--- config.mk ---
export PLATFORM = sky130hd
export DESIGN_NAME = population_std_deviation
export DESIGN_NICKNAME = d
export VERILOG_FILES = /design/src/psd_pkg.sv /design/src/psd_front.sv /design/src/psd_queue.sv /design/src/psd_back.sv /design/src/population_std_deviation.sv
export SDC_FILE = /design/constraint.sdc
export NUM_CORES = 2
export LEC_CHECK = 0
export BUFFER_PORTS_ARGS = -buffer_cell sky130_fd_sc_hd__buf_2
export CAP_MARGIN = 20
export CORE_MARGIN = 2
export CORE_UTILIZATION = 25
export CTS_CLUSTER_DIAMETER = 40
export DETAILED_ROUTE_END_ITERATION = 10
export SLEW_MARGIN = 20
export SYNTH_ARGS = -nofsm -noshare
export SYNTH_HDL_FRONTEND = slang
export SYNTH_HIERARCHICAL = 1
export SYNTH_SLANG_ARGS = --single-unit
--- constraint.sdc ---
create_clock -name clk -period 15.3 [get_ports clk]
set_input_delay 0.765 -clock clk [delete_from_list [all_inputs] [get_ports clk]]
set_output_delay 0.765 -clock clk [all_outputs]
set_load 0.05 [all_outputs]
--- src/psd_pkg.sv ---
// ----------------------------------------------------------------------------
// psd_pkg
// Shared types and constants for the population standard deviation block.
// ----------------------------------------------------------------------------
package psd_pkg;

  // Sample format and set length.
  localparam int SAMPLE_BITS  = 16;
  localparam int MAX_ELEMENTS = 4096;

  // Accumulator widths.
  localparam int CNT_W = 13;               // holds MAX_ELEMENTS itself
  localparam int SUM_W = 28;               // signed running sum
  localparam int SQR_W = 2 * SAMPLE_BITS - 1; // one square, at most 2^30
  localparam int SQ_W  = 43;               // running sum of squares

  // Back end arithmetic widths.
  localparam int MUL_SPLIT = 22;                   // low slice of the square sum
  localparam int VAR_W     = 56;                   // n*S2 - S1^2
  localparam int FRAC_BITS = 16;                   // radicand scaled by 2^16
  localparam int RAD_W     = VAR_W + FRAC_BITS;
  localparam int ROOT_W    = RAD_W / 2;
  localparam int REM_W     = ROOT_W + 2;
  localparam int STEP_W    = $clog2(ROOT_W);
  localparam int DEV_W     = 24;

  // Summary queue depth.
  localparam int Q_DEPTH = 2;
  localparam int Q_PTR_W = $clog2(Q_DEPTH);
  localparam int Q_CNT_W = $clog2(Q_DEPTH + 1);

  // One finished set handed from the front end to the back end.
  typedef struct packed {
    logic [CNT_W-1:0]        count;
    logic signed [SUM_W-1:0] sum;
    logic [SQ_W-1:0]         sq_sum;
    logic                    too_many;
  } set_sum_t;

  // Queue status seen by both sides.
  typedef struct packed {
    logic full;
    logic not_empty;
  } q_status_t;

endpackage

--- src/psd_front.sv ---
// ----------------------------------------------------------------------------
// psd_front
// Accepts samples, squares them, and keeps the running count, sum and sum of
// squares. On the last sample of a set it pushes a summary into the queue.
// ----------------------------------------------------------------------------
module psd_front (
  input  logic                                clk,
  input  logic                                rst_n,
  input  logic                                in_valid,
  output logic                                in_ready,
  input  logic signed [psd_pkg::SAMPLE_BITS-1:0] in_sample,
  input  logic                                in_last_sample,
  output logic                                push,
  output psd_pkg::set_sum_t                   push_data,
  input  psd_pkg::q_status_t                  q_stat
);
  import psd_pkg::*;

  logic signed [2*SAMPLE_BITS-1:0] square;
  logic                            s1_valid_r;
  logic                            s1_last_r;
  logic signed [SUM_W-1:0]         s1_ext_r;
  logic [SQR_W-1:0]                s1_sq_r;
  logic                            s1_advance;

  logic [CNT_W-1:0]        cnt_r;
  logic signed [SUM_W-1:0] sum_r;
  logic [SQ_W-1:0]         sq_r;
  logic                    ovf_r;
  logic                    set_full;
  logic [CNT_W-1:0]        cnt_nxt;
  logic signed [SUM_W-1:0] sum_nxt;
  logic [SQ_W-1:0]         sq_nxt;
  logic                    ovf_nxt;

  // The first stage squares the sample; it stalls only when a finished set
  // cannot enter a full queue.
  assign square     = in_sample * in_sample;
  assign s1_advance = s1_valid_r && !(s1_last_r && q_stat.full);
  assign in_ready   = !s1_valid_r || s1_advance;

  always_ff @(posedge clk) begin
    if (!rst_n) begin
      s1_valid_r <= 1'b0;
    end else if (in_ready) begin
      s1_valid_r <= in_valid;
    end
    if (in_valid && in_ready) begin
      s1_last_r <= in_last_sample;
      s1_ext_r  <= {{(SUM_W - SAMPLE_BITS){in_sample[SAMPLE_BITS-1]}}, in_sample};
      s1_sq_r   <= square[SQR_W-1:0];
    end
  end

  // Samples past the set limit are dropped and only mark the set.
  assign set_full = (cnt_r == CNT_W'(MAX_ELEMENTS));
  assign cnt_nxt  = set_full ? cnt_r : cnt_r + 1'b1;
  assign sum_nxt  = set_full ? sum_r : sum_r + s1_ext_r;
  assign sq_nxt   = set_full ? sq_r : sq_r + SQ_W'(s1_sq_r);
  assign ovf_nxt  = ovf_r | set_full;

  // Accumulators clear once the summary of a set has been pushed.
  always_ff @(posedge clk) begin
    if (!rst_n) begin
      cnt_r <= '0;
      sum_r <= '0;
      sq_r  <= '0;
      ovf_r <= 1'b0;
    end else if (s1_advance) begin
      if (s1_last_r) begin
        cnt_r <= '0;
        sum_r <= '0;
        sq_r  <= '0;
        ovf_r <= 1'b0;
      end else begin
        cnt_r <= cnt_nxt;
        sum_r <= sum_nxt;
        sq_r  <= sq_nxt;
        ovf_r <= ovf_nxt;
      end
    end
  end

  // Summary of the set, including its final sample.
  assign push               = s1_advance && s1_last_r;
  assign push_data.count    = cnt_nxt;
  assign push_data.sum      = sum_nxt;
  assign push_data.sq_sum   = sq_nxt;
  assign push_data.too_many = ovf_nxt;

endmodule

--- src/psd_queue.sv ---
// ----------------------------------------------------------------------------
// psd_queue
// Small FIFO of set summaries between the front end and the back end.
// ----------------------------------------------------------------------------
module psd_queue (
  input  logic                clk,
  input  logic                rst_n,
  input  logic                push,
  input  psd_pkg::set_sum_t   push_data,
  input  logic                pop,
  output psd_pkg::set_sum_t   pop_data,
  output psd_pkg::q_status_t  q_stat
);
  import psd_pkg::*;

  set_sum_t            entry_r [Q_DEPTH];
  logic [Q_PTR_W-1:0]  wr_ptr_r;
  logic [Q_PTR_W-1:0]  rd_ptr_r;
  logic [Q_CNT_W-1:0]  cnt_r;

  assign q_stat.full      = (cnt_r == Q_CNT_W'(Q_DEPTH));
  assign q_stat.not_empty = (cnt_r != '0);
  assign pop_data         = entry_r[rd_ptr_r];

  // Pointer and fill count update.
  always_ff @(posedge clk) begin
    if (!rst_n) begin
      wr_ptr_r <= '0;
      rd_ptr_r <= '0;
      cnt_r    <= '0;
    end else begin
      if (push) begin
        wr_ptr_r <= (wr_ptr_r == Q_PTR_W'(Q_DEPTH - 1)) ? '0 : wr_ptr_r + 1'b1;
      end
      if (pop) begin
        rd_ptr_r <= (rd_ptr_r == Q_PTR_W'(Q_DEPTH - 1)) ? '0 : rd_ptr_r + 1'b1;
      end
      if (push && !pop) begin
        cnt_r <= cnt_r + 1'b1;
      end else if (pop && !push) begin
        cnt_r <= cnt_r - 1'b1;
      end
    end
  end

  // Storage write.
  always_ff @(posedge clk) begin
    if (push) begin
      entry_r[wr_ptr_r] <= push_data;
    end
  end

endmodule

--- src/psd_back.sv ---
// ----------------------------------------------------------------------------
// psd_back
// Turns one set summary into the deviation: n*S2 in two partial products,
// the variance, a bit-serial square root and a bit-serial divide by n.
// ----------------------------------------------------------------------------
module psd_back (
  input  logic                            clk,
  input  logic                            rst_n,
  input  psd_pkg::q_status_t              q_stat,
  output logic                            pop,
  input  psd_pkg::set_sum_t               pop_data,
  output logic                            out_valid,
  input  logic                            out_ready,
  output logic [psd_pkg::DEV_W-1:0]       out_std_dev_q16_8,
  output logic [psd_pkg::CNT_W-1:0]       out_element_total,
  output logic                            out_too_many
);
  import psd_pkg::*;

  typedef enum logic [2:0] {
    ST_IDLE,
    ST_MUL_LO,
    ST_MUL_HI,
    ST_SUB,
    ST_SQRT,
    ST_DIV,
    ST_DONE
  } state_t;

  state_t                          state_r;
  logic [CNT_W-1:0]                n_r;
  logic [SUM_W-1:0]                abs_r;
  logic [SQ_W-1:0]                 s2_r;
  logic                            ovf_r;
  logic [CNT_W+MUL_SPLIT-1:0]      prod_r;
  logic [VAR_W-1:0]                sq_r;
  logic [VAR_W-1:0]                a_r;
  logic [RAD_W-1:0]                rad_r;
  logic [REM_W-1:0]                rem_r;
  logic [ROOT_W-1:0]               root_r;
  logic [CNT_W-1:0]                drem_r;
  logic [STEP_W-1:0]               step_r;
  logic                            out_valid_r;
  logic [DEV_W-1:0]                dev_r;
  logic [CNT_W-1:0]                tot_r;
  logic                            tm_r;

  logic [SUM_W-1:0]                abs_nxt;
  logic [CNT_W+MUL_SPLIT-1:0]      p_lo;
  logic [CNT_W+SQ_W-MUL_SPLIT-1:0] p_hi;
  logic [VAR_W-1:0]                sq_full;
  logic [VAR_W-1:0]                a_nxt;
  logic [VAR_W-1:0]                var_nxt;
  logic [REM_W+1:0]                rem_t;
  logic [REM_W+1:0]                rem_sub;
  logic [REM_W-1:0]                test;
  logic                            sq_ge;
  logic [CNT_W:0]                  d_t;
  logic [CNT_W:0]                  d_sub;
  logic                            d_ge;
  logic                            last_step;

  // Magnitude of the sum; only its square is needed.
  assign abs_nxt = pop_data.sum[SUM_W-1] ? (~pop_data.sum + 1'b1) : pop_data.sum;

  // Partial products of n*S2 and the square of the sum.
  assign p_lo    = (CNT_W+MUL_SPLIT)'(n_r) * (CNT_W+MUL_SPLIT)'(s2_r[MUL_SPLIT-1:0]);
  assign p_hi    = (CNT_W+SQ_W-MUL_SPLIT)'(n_r)
                 * (CNT_W+SQ_W-MUL_SPLIT)'(s2_r[SQ_W-1:MUL_SPLIT]);
  assign sq_full = VAR_W'(abs_r) * VAR_W'(abs_r);
  assign a_nxt   = VAR_W'(prod_r) + (VAR_W'(p_hi) << MUL_SPLIT);

  // Variance numerator, clamped at zero; a too-long set gives zero.
  assign var_nxt = (ovf_r || (a_r < sq_r)) ? '0 : a_r - sq_r;

  // One square root digit per cycle.
  assign rem_t   = {rem_r, rad_r[RAD_W-1 -: 2]};
  assign test    = {root_r, 2'b01};
  assign sq_ge   = (rem_t >= (REM_W+2)'(test));
  assign rem_sub = rem_t - (REM_W+2)'(test);

  // One quotient bit per cycle.
  assign d_t   = {drem_r, root_r[ROOT_W-1]};
  assign d_ge  = (d_t >= {1'b0, n_r});
  assign d_sub = d_t - {1'b0, n_r};

  assign last_step = (step_r == STEP_W'(ROOT_W - 1));
  assign pop       = (state_r == ST_IDLE) && q_stat.not_empty;

  // Sequencer with the arithmetic registers and the result register.
  always_ff @(posedge clk) begin
    if (!rst_n) begin
      state_r     <= ST_IDLE;
      out_valid_r <= 1'b0;
      step_r      <= '0;
    end else begin
      // A taken result clears unless a new one replaces it in the same cycle.
      if (out_valid_r && out_ready && (state_r != ST_DONE)) begin
        out_valid_r <= 1'b0;
      end
      unique case (state_r)
        ST_IDLE: begin
          if (q_stat.not_empty) begin
            n_r     <= pop_data.count;
            abs_r   <= abs_nxt;
            s2_r    <= pop_data.sq_sum;
            ovf_r   <= pop_data.too_many;
            state_r <= ST_MUL_LO;
          end
        end
        ST_MUL_LO: begin
          prod_r  <= p_lo;
          sq_r    <= sq_full;
          state_r <= ST_MUL_HI;
        end
        ST_MUL_HI: begin
          a_r     <= a_nxt;
          state_r <= ST_SUB;
        end
        ST_SUB: begin
          rad_r   <= {var_nxt, {FRAC_BITS{1'b0}}};
          rem_r   <= '0;
          root_r  <= '0;
          step_r  <= '0;
          state_r <= ST_SQRT;
        end
        ST_SQRT: begin
          rem_r  <= sq_ge ? rem_sub[REM_W-1:0] : rem_t[REM_W-1:0];
          root_r <= {root_r[ROOT_W-2:0], sq_ge};
          rad_r  <= rad_r << 2;
          if (last_step) begin
            step_r  <= '0;
            drem_r  <= '0;
            state_r <= ST_DIV;
          end else begin
            step_r <= step_r + 1'b1;
          end
        end
        ST_DIV: begin
          drem_r <= d_ge ? d_sub[CNT_W-1:0] : d_t[CNT_W-1:0];
          root_r <= {root_r[ROOT_W-2:0], d_ge};
          if (last_step) begin
            step_r  <= '0;
            state_r <= ST_DONE;
          end else begin
            step_r <= step_r + 1'b1;
          end
        end
        ST_DONE: begin
          if (!out_valid_r || out_ready) begin
            dev_r       <= root_r[DEV_W-1:0];
            tot_r       <= n_r;
            tm_r        <= ovf_r;
            out_valid_r <= 1'b1;
            state_r     <= ST_IDLE;
          end
        end
        default: begin
          state_r <= ST_IDLE;
        end
      endcase
    end
  end

  assign out_valid         = out_valid_r;
  assign out_std_dev_q16_8 = dev_r;
  assign out_element_total = tot_r;
  assign out_too_many      = tm_r;

endmodule

--- src/population_std_deviation.sv ---
// ----------------------------------------------------------------------------
// population_std_deviation
// Streaming population standard deviation of signed samples, Q16.8 result.
// ----------------------------------------------------------------------------
// Samples are taken at one per cycle while in_ready is high; a set ends with
// the sample that carries in_last_sample. For each set one transaction leaves
// on the out_ channel with floor(isqrt(65536*(n*S2 - S1^2)) / n), the sample
// count and a flag for sets longer than 4096 samples (the extra samples are
// dropped and the deviation reads zero). The front end accumulates, and a
// queue holds up to two finished set summaries; the back end takes one set
// at a time (a pop, two multiply steps, a subtract, a bit-serial square root,
// a bit-serial divide and a result). When sets arrive faster than the back
// end drains them, the queue fills and in_ready drops on a last sample until
// a summary slot frees up.
module population_std_deviation (
  input  logic                                   clk,
  input  logic                                   rst_n,
  input  logic                                   in_valid,
  output logic                                   in_ready,
  input  logic signed [psd_pkg::SAMPLE_BITS-1:0] in_sample,
  input  logic                                   in_last_sample,
  output logic                                   out_valid,
  input  logic                                   out_ready,
  output logic [psd_pkg::DEV_W-1:0]              out_std_dev_q16_8,
  output logic [psd_pkg::CNT_W-1:0]              out_element_total,
  output logic                                   out_too_many
);
  import psd_pkg::*;

  logic      push;
  logic      pop;
  set_sum_t  push_data;
  set_sum_t  pop_data;
  q_status_t q_stat;

  // Sample intake and accumulation.
  psd_front u_front (
    .clk            (clk),
    .rst_n          (rst_n),
    .in_valid       (in_valid),
    .in_ready       (in_ready),
    .in_sample      (in_sample),
    .in_last_sample (in_last_sample),
    .push           (push),
    .push_data      (push_data),
    .q_stat         (q_stat)
  );

  // Finished set summaries waiting for the back end.
  psd_queue u_queue (
    .clk       (clk),
    .rst_n     (rst_n),
    .push      (push),
    .push_data (push_data),
    .pop       (pop),
    .pop_data  (pop_data),
    .q_stat    (q_stat)
  );

  // Variance, square root and division.
  psd_back u_back (
    .clk               (clk),
    .rst_n             (rst_n),
    .q_stat            (q_stat),
    .pop               (pop),
    .pop_data          (pop_data),
    .out_valid         (out_valid),
    .out_ready         (out_ready),
    .out_std_dev_q16_8 (out_std_dev_q16_8),
    .out_element_total (out_element_total),
    .out_too_many      (out_too_many)
  );

  // A flagged set always reports zero deviation.
  a_flag_zero: assert property (@(posedge clk) disable iff (!rst_n)
    (out_valid && out_too_many) |-> (out_std_dev_q16_8 == '0))
    else $error("too_many result with nonzero deviation");

  // Every result covers between one and MAX_ELEMENTS samples.
  a_count_range: assert property (@(posedge clk) disable iff (!rst_n)
    out_valid |-> ((out_element_total != '0) &&
                   (out_element_total <= CNT_W'(MAX_ELEMENTS))))
    else $error("element_total out of range");

  // The intake only stalls because the summary queue is full.
  a_stall_cause: assert property (@(posedge clk) disable iff (!rst_n)
    !in_ready |-> q_stat.full)
    else $error("intake stalled with room in the queue");

  // A summary never enters a full queue unless one leaves at the same time.
  a_no_overrun: assert property (@(posedge clk) disable iff (!rst_n)
    push |-> (!q_stat.full || pop))
    else $error("push into a full summary queue");

endmodule

# Word level (Yosys, flattened, before mapping)

Memory sizes are Yosys's and may differ from the RTL's. A register that Yosys moved wholly into a read port is not among the register bits.
Cells that the tools add are included.

Bits in registers: 577
Bits in latches: 0
RAM bits: 170
ROM bits: 0
Bits of input ports: 21
Output and inout bits: 40
Logic and storage cells: 133
Memories kept: 1

$add $sub $neg: 13
Multiply operators: 4
Divide/modulo/power cells: 0
Magnitude comparators: 3
Equality and inequality tests: 14
Shift operators: 0
Multiplexer cells: 34
Bitwise logic cells: 2
Reductions and logical operators: 33

Memory list:

| memory          | words | width | read ports | clocked after Yosys merged registers in | write ports | RTL line        | text |
|---|---|---|---|---|---|---|---|
| u_queue.entry_r | 2     | 85    | 1          | 1                                       | 1           | psd_queue.sv:16 | `set_sum_t entry_r [Q_DEPTH];` |

Operators with widths:

| cell                  | number |
|---|---|
| $pmux 72 s2           | 1 |
| $pmux 36 s3           | 1 |
| $mux 43               | 2 |
| $pmux 38 s2           | 1 |
| $add 35x56->56        | 1 |
| $lt 56x56->1          | 1 |
| $mul 28x28->56        | 1 |
| $mux 28               | 2 |
| $mux 56               | 1 |
| $sub 56x56->56        | 1 |
| $mux 13               | 4 |
| $add 43x31->43        | 1 |
| $ge 40x38->1          | 1 |
| $mux 38               | 1 |
| $sub 38x38->38        | 1 |
| $mul 13x22->35        | 1 |
| $mul 13x21->34        | 1 |
| $mul 16x16->31        | 1 |
| $add 28x1->28 const B | 1 |
| $add 28x16->28        | 1 |
| $not 28->28           | 1 |
| $mux 27               | 1 |
| $pmux 13 s2           | 1 |
| $pmux 3 s7            | 1 |
| other kinds (31)      | 74 |

# Logic depth before layout (Yosys ltp)

Depth after elaboration: 9
Gate-level depth with buffers: 29
Mapped depth without buffers: 26

# By module

Netlist, hierarchy kept.

Modules (own cells, without submodules):

| module    | instances | cells each | area each (um^2) | seq. area each (um^2) |
|---|---|---|---|---|
| psd_back  | 1         | 6385       | 61786.8          | 12572.1 |
| psd_front | 1         | 1975       | 17428.0          | 3103.0 |
| psd_queue | 1         | 286        | 6359.8           | 5205.0 |

# Least setup slack after synthesis

Ideal clock, no wire load.

Kind: input -> register
From: in rst_n
To: reg u_back.prod_r[0], enable pin
Setup time: 764 ps
Data arrival time: 9311 ps
Required time: 14536 ps
Slack: 5225 ps
Stages on the path: 1
Buffers on the path: 0
Cells stage by stage: nor4bb_1

Word-level cells in the longest chain between the ends: 1

Ends and longest elaborated chain:

| what                       | RTL line                       | text |
|---|---|---|
| start: declaration         | population_std_deviation.sv:17 | `input logic rst_n,` |
| $reduce_and 2->1 (no line) | --                             |  |
| end signal: assignment     | psd_back.sv:112                | `prod_r <= p_lo;` |
| end: declaration           | psd_back.sv:35                 | `logic [CNT_W+MUL_SPLIT-1:0] prod_r;` |

Every way passes these cells.
A chain may end at the register's enable or synchronous reset.

# Final worst setup path

From: reg u_back.abs_r[12]
To: reg u_back.sq_r[50] (data pin)

Word-level cells in the longest chain between the ends: 1

Ends and longest elaborated chain:

| what                     | RTL line        | text |
|---|---|---|
| start: declaration       | psd_back.sv:32  | `logic [SUM_W-1:0] abs_r;` |
| start signal: assignment | psd_back.sv:105 | `abs_r <= abs_nxt;` |
| $mul 28x28->56           | psd_back.sv:70  | `assign sq_full = VAR_W'(abs_r) * VAR_W'(abs_r);` |
| net u_back.sq_full[50]   | psd_back.sv:51  | `logic [VAR_W-1:0] sq_full;` |
| end signal: assignment   | psd_back.sv:113 | `sq_r <= sq_full;` |
| end: declaration         | psd_back.sv:36  | `logic [VAR_W-1:0] sq_r;` |

The timed path passes the listed nets, and every way through them passes these cells.

==> qor.csv <==
stage;metric;value;unit
status;status;finished clean;
sta;Tmin final;8.13;ns
placement;Post-DP Area;0.0908;mm^2
sta;clk_skew;0.0786;ns
yosys;Yosys warning total;6;
sta;Max Clk Rate;123;MHz
placement;RD Place Congestion;0.868;
detailed_routing;DRT Pass-1 Iters;6;
clock_tree;clock-pin slew on the worst setup and hold paths;0.06;ns
final_layout;final instance area;0.0949;mm^2
sta;post-route clock period utilization;0.531;
sta;Max-slew headroom;0.344;
run;Max-Cap Viols;0;
placement;port bufs;60;
detailed_routing;vias after detailed routing;58150;
sta;unrepaired setup endpoints after global routing;no;
worst_setup_path;CP endpoint kind;flip-flop;
placement;hpwl dp;158;mm
detailed_routing;Routed Antenna Nets;0;
detailed_routing;Post-Route WL;207;mm
worst_setup_path;FF-to-FF Start;u_back/abs_r[12];
worst_setup_path;Max FO, Critical Path;21;
sta;final hold viol count;0;
sta;worst slew pin tran;0.985;ns
clock_tree;post_cts resized;0;
worst_setup_path;crit path kind;flip-flop to flip-flop;
yosys;Gate Count Post-Synth;8646;
yosys;prevailing post-synth register cell;edfxtp_1;
yosys;Area contributors post-synth;fa_1 30%, edfxtp_1 22%, ha_1 9.4%;
floorplan;row count;214;
sta;count of pins over their slew limit;0;
yosys;syn avg cell area;9.90;um^2
detailed_routing;DRC Markers;0;
clock_tree;Hold Buf Count CTS;0;
yosys;largest area contributor in the netlist;fa_1;
clock_tree;CTS Buf Count;115;
sta;final-report setup violation count;0;
floorplan;die width;589;um
yosys;EDFF count, synth;628;
global_route;GRT Total Usage;0.121;
clock_tree;clk buf depth;3;
floorplan;Starting Density;0.251;
detailed_routing;via/cell ratio;4.41;
floorplan;die height;589;um
floorplan;die area;0.347;mm^2
final_layout;area delta synth->final;10.9;%
yosys;Post-synth ARST share;0;
min_path;Hold Crit Start;in_last_sample;
clock_tree;# H-tree levels;3;
global_route;first-pass GRT wire length;338;mm
yosys;Distinct cells, synth;108;
clock_tree;CTS Sinks;729;
yosys;post-synth top area share;0.295;
yosys;Synth Register Bits;729;
worst_setup_path;worst path arrival time;8.59;ns
global_route;vias in the first global route;61635;
floorplan;core area;0.340;mm^2
detailed_routing;Avg WL per Cell;15.7;um
clock_tree;post-CTS setup repair buffer count;0;
final_layout;Final nets;10477;
floorplan;IO Count;61;
worst_setup_path;Crit path required time;15.77;ns
yosys;Synth Net Count;10573;
worst_setup_path;CP Launch Point;u_back/abs_r[12];
final_layout;share of cells above drive strength 1;0.0562;
sta;hold_ws;0.262;ns
sta;setup TNS;0;ns
detailed_routing;DR iter-0 viols;3340;
global_route;initial antenna violation count;8;
min_path;min-delay worst type;input port to flip-flop;
yosys;post-synthesis sequential area ratio;0.244;
clock_tree;clock root cell;clkbuf_16;
clock_tree;Clock Latency Late Sink;0.78;ns
global_route;total global routing overflow;0;
worst_setup_path;startpoint types;flip-flop;
clock_tree;CTS tree;yes;
global_route;largest net degree at the start of global routing;79;
yosys;Synth Cell Area;0.0856;mm^2
-- final cells by class --
class	count	area (um^2)
antenna	5	12.5
fill	35602	245000
tap	4536	5680
multi-input combinational	5771	56600
timing repair buffer	131	846
sequential	729	20900
clock buffer	125	2970
clock inverter	94	1110
inverter	1802	6760
-- cells in the final DEF (no fill, tap or decap), types with 195 or more instances in the layout --
cell,count
inv_1,1798
o21ai_0,195
and2_1,407
ha_1,644
xnor2_1,269
nand2_1,943
fa_1,1262
a21oi_1,322
nor2_1,321
edfxtp_1,628
-- critical path, cell delays in order, from the launching register on --
cell and delay, ns:
edfxtp_1 0.32, buf_4 0.30, clkinv_1 0.44, nor2_1 0.33, fa_1 0.46, fa_1 0.43, fa_1 0.54, inv_1 0.05
fa_1 0.49, inv_1 0.05, fa_1 0.49, fa_1 0.55, inv_1 0.05, fa_1 0.47, inv_1 0.04, ha_1 0.35
a21oi_1 0.29, o211ai_1 0.18, a31oi_1 0.19, o211a_1 0.33, a21oi_1 0.18, a41oi_1 0.42, o21ai_1 0.17, a31oi_1 0.35
o21ai_1 0.16, xor2_1 0.17
-- path summary, 6_finish.rpt --
check	end	slack (ns)	cells after the start
min reg2reg	u_back/a_r[9]	0.42	0
min	u_front/s1_last_r	0.26	1
max reg2reg	u_back/sq_r[50]	7.17	25
max	u_back/sq_r[50]	7.17	25
-- per-layer routing --
metal / vias to the layer above / wire (um) / GRT usage
met5: - / 56 / 0
met4: 8 / 5320 / 0.0304
met3: 292 / 10100 / 0.0179
met2: 1273 / 97500 / 0.204
met1: 29162 / 93600 / 0.162
li1: 27415 / - / -
-- cell families (layout without fill, tap and decap cells) --
| family | after synthesis | after routing | synth area share |
|---|---|---|---|
| fa+ha+maj | 1906 | 1906 | 0.389 |
| xor+xnor | 382 | 382 | 0.0394 |
| simple gates | 2144 | 2144 | 0.120 |
| other cells | 0 | 5 | 0 |
| mux | 135 | 135 | 0.0172 |
| buf+inv | 2146 | 2152 | 0.0956 |
| flops | 729 | 729 | 0.244 |
| compound gates | 1204 | 1204 | 0.0944 |
-- per-stage QoR --
stage,setup WS [ns],cells,utilization
after floorplan,5.23,8646,-
after global placement,7.37,12968,0.267
after detailed placement,7.26,12968,0.267
after CTS,7.18,13187,0.279
after global routing,6.61,13190,0.279
final,7.17,13193,0.279
-- synth_stat cells (49+ instances only) --
| master | count |
|---|---|
| mux2_1 | 50 |
| nor2_1 | 324 |
| a21o_1 | 165 |
| inv_1 | 1798 |
| o21bai_1 | 54 |
| nand2b_1 | 49 |
| nor3_1 | 55 |
| o21ai_0 | 196 |
| nand2_1 | 944 |
| edfxtp_1 | 628 |
| and2_1 | 411 |
| clkbuf_1 | 301 |
| nor2b_1 | 84 |
| a21oi_1 | 322 |
| dfxtp_1 | 101 |
| ha_1 | 644 |
| xor2_1 | 110 |
| a22o_1 | 68 |
| fa_1 | 1262 |
| nand3_1 | 81 |
| xnor2_1 | 269 |
-- registers in the layout, summed over array words and instances, names as in the netlist, 13 cells and up, named ones only --
name / flops
u_queue/entry_r: 170
u_back/a_r: 56
u_back/rad_r: 56
u_back/sq_r: 55
u_back/s2_r: 43
u_front/sq_r: 43
u_back/rem_r: 38
u_back/root_r: 36
u_back/prod_r: 35
u_front/s1_sq_r: 29
u_back/abs_r: 28
u_front/sum_r: 28
u_back/out_std_dev_q16_8: 24
u_front/s1_ext_r: 16
u_back/drem_r: 13
u_back/n_r: 13
u_back/out_element_total: 13
u_front/cnt_r: 13
Power is left out: the tool's default activity adds up to more than one toggle a clock period on the data nets, which glitch-free logic cannot reach.
